## config.mk

```make
export PLATFORM = sky130hd
export DESIGN_NAME = eulq_angle
export DESIGN_NICKNAME = d
export VERILOG_FILES = /design/src/rtl/eulq_pkg.sv /design/src/rtl/eulq_angle.sv
export SDC_FILE = /design/constraint.sdc
export NUM_CORES = 1
export LEC_CHECK = 0
export CORE_ASPECT_RATIO = 1.25
export CORE_UTILIZATION = 60
export DETAILED_ROUTE_END_ITERATION = 6
export DONT_BUFFER_PORTS = 1
export GPL_ROUTABILITY_DRIVEN = 0
export PLACE_DENSITY = 0.76
export SLEW_MARGIN = 20
export SYNTH_ARGS = -nofsm -noshare
export SYNTH_HDL_FRONTEND = slang
export SYNTH_SLANG_ARGS = --single-unit
```

## constraint.sdc

```tcl
create_clock -name clock -period 27.6 [get_ports clock]
set_clock_uncertainty 0.05 [all_clocks]
set_input_delay 2.76 -clock clock [delete_from_list [all_inputs] [get_ports clock]]
set_output_delay 2.76 -clock clock [all_outputs]
set_load 0.005 [all_outputs]
```

## src/rtl/eulq_pkg.sv

```systemverilog
package eulq_pkg;

   localparam int ANGLE_W = 16;
   localparam int QUAT_W = 16;
   localparam int TURN_W = 32;
   localparam int CORDIC_W = 34;
   localparam int SC_W = 32;
   localparam int INT_FRAC = 30;
   localparam int ATAN_LEN = 24;

   localparam logic signed [CORDIC_W-1:0] CORDIC_X0 = 34'sd652032874;

   typedef struct packed {
      logic signed [SC_W-1:0] sine;
      logic signed [SC_W-1:0] cosine;
   } sincos_type;

   // atan(2^-i) in binary angle units, 2^32 per turn
   function automatic logic signed [CORDIC_W-1:0] atan_turn(input logic [4:0] idx);
      logic signed [CORDIC_W-1:0] val;
      unique case (idx)
         5'd0:    val = 34'sh20000000;
         5'd1:    val = 34'sh12E4051E;
         5'd2:    val = 34'sh09FB385B;
         5'd3:    val = 34'sh051111D4;
         5'd4:    val = 34'sh028B0D43;
         5'd5:    val = 34'sh0145D7E1;
         5'd6:    val = 34'sh00A2F61E;
         5'd7:    val = 34'sh00517C55;
         5'd8:    val = 34'sh0028BE53;
         5'd9:    val = 34'sh00145F2F;
         5'd10:   val = 34'sh000A2F98;
         5'd11:   val = 34'sh000517CC;
         5'd12:   val = 34'sh00028BE6;
         5'd13:   val = 34'sh000145F3;
         5'd14:   val = 34'sh0000A2FA;
         5'd15:   val = 34'sh0000517D;
         5'd16:   val = 34'sh000028BE;
         5'd17:   val = 34'sh0000145F;
         5'd18:   val = 34'sh00000A30;
         5'd19:   val = 34'sh00000518;
         5'd20:   val = 34'sh0000028C;
         5'd21:   val = 34'sh00000146;
         5'd22:   val = 34'sh000000A3;
         5'd23:   val = 34'sh00000051;
         default: val = '0;
      endcase
      return val;
   endfunction

endpackage

```

## src/rtl/eulq_angle.sv

```systemverilog
module eulq_angle (
   input  logic                                  clock,
   input  logic [2:0]                            en,
   input  logic signed [eulq_pkg::ANGLE_W-1:0]   angle,
   output logic signed [eulq_pkg::TURN_W-1:0]    z,
   output logic                                  neg
);

   // half angle in turns: q = mag*93206 + floor((34*mag + 22) / 45)
   localparam logic [33:0] TURN_MUL = 34'd93206;
   localparam logic [20:0] REM_MUL = 21'd34;
   localparam logic [20:0] REM_ADD = 21'd22;
   localparam logic [42:0] RECIP45 = 43'd2982617;
   localparam int RECIP_SH = 27;
   localparam logic signed [31:0] QUARTER_POS = 32'sd1073741824;
   localparam logic signed [31:0] QUARTER_NEG = -32'sd1073741824;

   logic signed [16:0] ext;
   logic [16:0]        mag;
   logic [20:0]        rem_v;
   logic [31:0]        hi_in, hi_ff;
   logic [42:0]        lo_in, lo_ff;
   logic               sg1_in, sg1_ff;
   logic [31:0]        q_in, q_ff;
   logic               sg2_ff;
   logic [31:0]        zs;
   logic signed [31:0] zs_s;
   logic signed [31:0] z_in, z_ff;
   logic               neg_in, neg_ff;

   // stage 1: magnitude and the three constant multiplies
   always_comb begin
      ext = 17'(angle);
      mag = angle[15] ? unsigned'(-ext) : unsigned'(ext);
      rem_v = 21'(mag) * REM_MUL + REM_ADD;
      hi_in = 32'(34'(mag) * TURN_MUL);
      lo_in = 43'(rem_v) * RECIP45;
      sg1_in = angle[15];
   end

   always_ff @(posedge clock) begin
      if (en[0]) begin
         hi_ff <= hi_in;
         lo_ff <= lo_in;
         sg1_ff <= sg1_in;
      end
   end

   // stage 2: quotient
   always_comb begin
      q_in = hi_ff + 32'(lo_ff[42:RECIP_SH]);
   end

   always_ff @(posedge clock) begin
      if (en[1]) begin
         q_ff <= q_in;
         sg2_ff <= sg1_ff;
      end
   end

   // stage 3: restore sign, fold into +-90 degrees
   always_comb begin
      zs = sg2_ff ? (32'd0 - q_ff) : q_ff;
      zs_s = signed'(zs);
      z_in = zs_s;
      neg_in = 1'b0;
      if (zs_s > QUARTER_POS || zs_s < QUARTER_NEG) begin
         z_in = signed'({~zs[31], zs[30:0]});
         neg_in = 1'b1;
      end
   end

   always_ff @(posedge clock) begin
      if (en[2]) begin
         z_ff <= z_in;
         neg_ff <= neg_in;
      end
   end

   assign z = z_ff;
   assign neg = neg_ff;

endmodule

```

==> impl_metrics.toml <==
[status]
outcome = "finished, final reports clean"

[floorplanning]
start_util = 0.616
num_io_pins = 53
placementRows = 69
die_w_um = 155
core_um2 = 28700
die_y_um = 194
dieArea_um2 = 30100

[hold_path]
hp-class = "reg2reg"
min_from = "lo_ff[27]"

[place]
place_area_um2 = 18100
hpwl_um = 32300
numPortBuffers = 0
dp.cells = 2124
preCtsSetupSlack_ns = 14.67

[final_layout]
ff_latch_area_um2 = 3420
drive_gt1_frac = 0.0368
multi_input_area_um2 = 12800
diodes = 0
finalNonFillerCells = 2156
nets = 2285
fillers = 2217
syn_to_final_growth_pct = 6.13
design_area_um2 = 18700

[synthesis]
synth.yosys.warnings = 0
ys_seq_area_frac = 0.194
muxShareOfSynthArea = 0.00588
synth_seq_cells = 114
synthXorXnorAreaFrac = 0.0840
synth-simple-area-share = 0.0891
synth.avg_cell_area_um2 = 10.1
synth_top_family_by_area = "adder cells"
synthAdderAreaFrac = 0.444
synth_top_cell_by_area = "ha_1"
synth_ff_type = "edfxtp_1"
yosysTopAreaCellShare = 0.228
ys_types = 87
synth_edf_count = 114
ys_top_cells_by_area = "ha_1 (23%), fa_1 (22%), edfxtp_1 (19%), inv_1 (7.6%), xnor2_1 (5.0%)"
syn_inst = 1741
synthArstFlopShare = 0
netlist_area_um2 = 17600
synth_compound_area_frac = 0.101

[detailed_routing]
drt-total-wl_um = 37200
vias = 12310
antenna_left = 0
drcViolationCount = 0
wl_per_cell_um = 17.2
first_pass_iters = 5
via_per_inst = 5.71
drt_iter0_drc = 702

[sta]
timing.final.ws_setup_ns = 15.02
rsz0062_at_grt = "no"
timing.final.crit_share = 0.456
slew_violations = 0
period_needed_ns = 12.58
tightest_slew_ns = 0.942
hold_viol_final = 0
fmaxAchievable_mhz = 79.5
setup_viol = 0
tns_ns = 0
timing.slew.headroom = 0.366

[grt]
grt_usage = 0.261
grt-ovfl-total = 0
grt_pass1_wl_um = 62100
grt_max_degree = 50
antenna_found_initial = 0
grt_pass1_vias = 12936

[critical_path]
critical_path.startpoint = "angle[4]"
crit_path_frequent_cell = "fa_1"
cp_slowest_cell = "fa_1"
required_ns = 27.70
critPathMaxStageDelay_ns = 0.55
cp-end-kind = "register"
reg2reg_from = "q_ff[2]"
path_class = "in2reg"
startpoint_type = "input port"
worstPathArrival_ns = 12.68
critPathMaxFanout = 7

[cts]
clock_latency_ns = 0.41
cts-root-buf = "clkbuf_16"
cts_resized = 0
clk_path_buf_depth = 2
path_clk_slew_ns = 0.06
cts_max_level = 4
cts.sinks = 114
cts_buffers = 17
cts_hold_buf = 0
post-cts-setup-buffers = 0
cts_tree = "yes"

[job]
cap_violations = 0
[logic make-up (layout without fill, tap and decap cells)]
group | after synthesis | after routing
adder cells (fa/ha/maj) | 512 | 512
other | 2 | 10
AND/OR/NAND/NOR | 296 | 296
flip-flops | 114 | 114
AO/OA/AOI/OAI | 272 | 272
multiplexers | 10 | 10
buffers and inverters | 376 | 393
XOR/XNOR | 159 | 159
[Yosys cell counts, drive strengths merged (18+ instances only)]
| cell | instances |
|---|---|
| fa | 190 |
| nand2 | 78 |
| inv | 357 |
| a21o | 23 |
| nand3 | 26 |
| a21oi | 77 |
| nor3 | 24 |
| o21ai | 56 |
| edfxtp | 114 |
| ha | 322 |
| o31ai | 18 |
| xor2 | 50 |
| nor2 | 66 |
| xnor2 | 109 |
[flip-flops by register name, summed over array words and instances (netlist names)]
signal and cells:
hi_ff 31, q_ff 32, sg2_ff 1, lo_ff 16, neg 1, z 32, sg1_ff 1
[path summary, 6_finish.rpt]
kind,to,slack (ns),cells past startpoint
worst min register to register,q_ff[0],0.37,0
worst min-delay path,q_ff[0],0.37,0
worst max register to register,z[31],23.97,8
worst max-delay path,lo_ff[42],15.02,33
[worst max-delay path: cells and delay by family]
kind | cells | cell delay (ns)
AO/OA/AOI/OAI | 8 | 2.37
AND/OR/NAND/NOR | 8 | 1.77
buffers and inverters | 3 | 0.30
XOR/XNOR | 4 | 0.99
adder cells (fa/ha/maj) | 10 | 4.47
[cell type report]
type,count,area share
clock buffer,19,0.0231
sequential,114,0.183
multi-input combinational,1259,0.684
tap,390,0.0261
clock inverter,13,0.0102
inverter,359,0.0729
timing repair buffer,2,0.000802
[through the flow]
step	utilization	hold slack, ns
floorplan	-	0.350
global placement	0.632	0.356
detailed placement	0.632	0.365
CTS	0.653	0.379
global route	0.654	0.394
finish	0.654	0.373
[per-layer routing]
| metal | track usage | up-vias | wire length, µm |
|---|---|---|---|
| li1 | - | 5926 | - |
| met1 | 0.311 | 5898 | 15200 |
| met2 | 0.467 | 386 | 18900 |
| met3 | 0.0353 | 100 | 1690 |
| met4 | 0.114 | 0 | 1430 |
| met5 | 0 | - | 0 |
[layout by cell type (no fill, tap or decap), types with 7 or more instances in the layout]
| cell | count |
|---|---|
| nor2_1 | 66 |
| nand2b_1 | 12 |
| a211oi_1 | 9 |
| nand4_1 | 10 |
| and3_1 | 9 |
| mux2i_1 | 7 |
| nand3_1 | 26 |
| or3_1 | 10 |
| a21o_1 | 23 |
| o31ai_1 | 16 |
| o41ai_1 | 7 |
| or4_1 | 7 |
| edfxtp_1 | 114 |
| nor4_1 | 9 |
| fa_1 | 190 |
| inv_1 | 356 |
| clkbuf_16 | 17 |
| o21bai_1 | 7 |
| nor2b_1 | 8 |
| xnor2_2 | 7 |
| conb_1 | 10 |
| a31oi_1 | 10 |
| ha_1 | 322 |
| xnor2_1 | 100 |
| a21oi_1 | 77 |
| nor3_1 | 22 |
| o21ai_0 | 53 |
| o211ai_1 | 9 |
| nand2_1 | 78 |
| xor2_1 | 50 |
| o21a_1 | 11 |
Power is not shown: default switching activity piles up to over one toggle a cycle in this logic, so the estimate is an artifact.
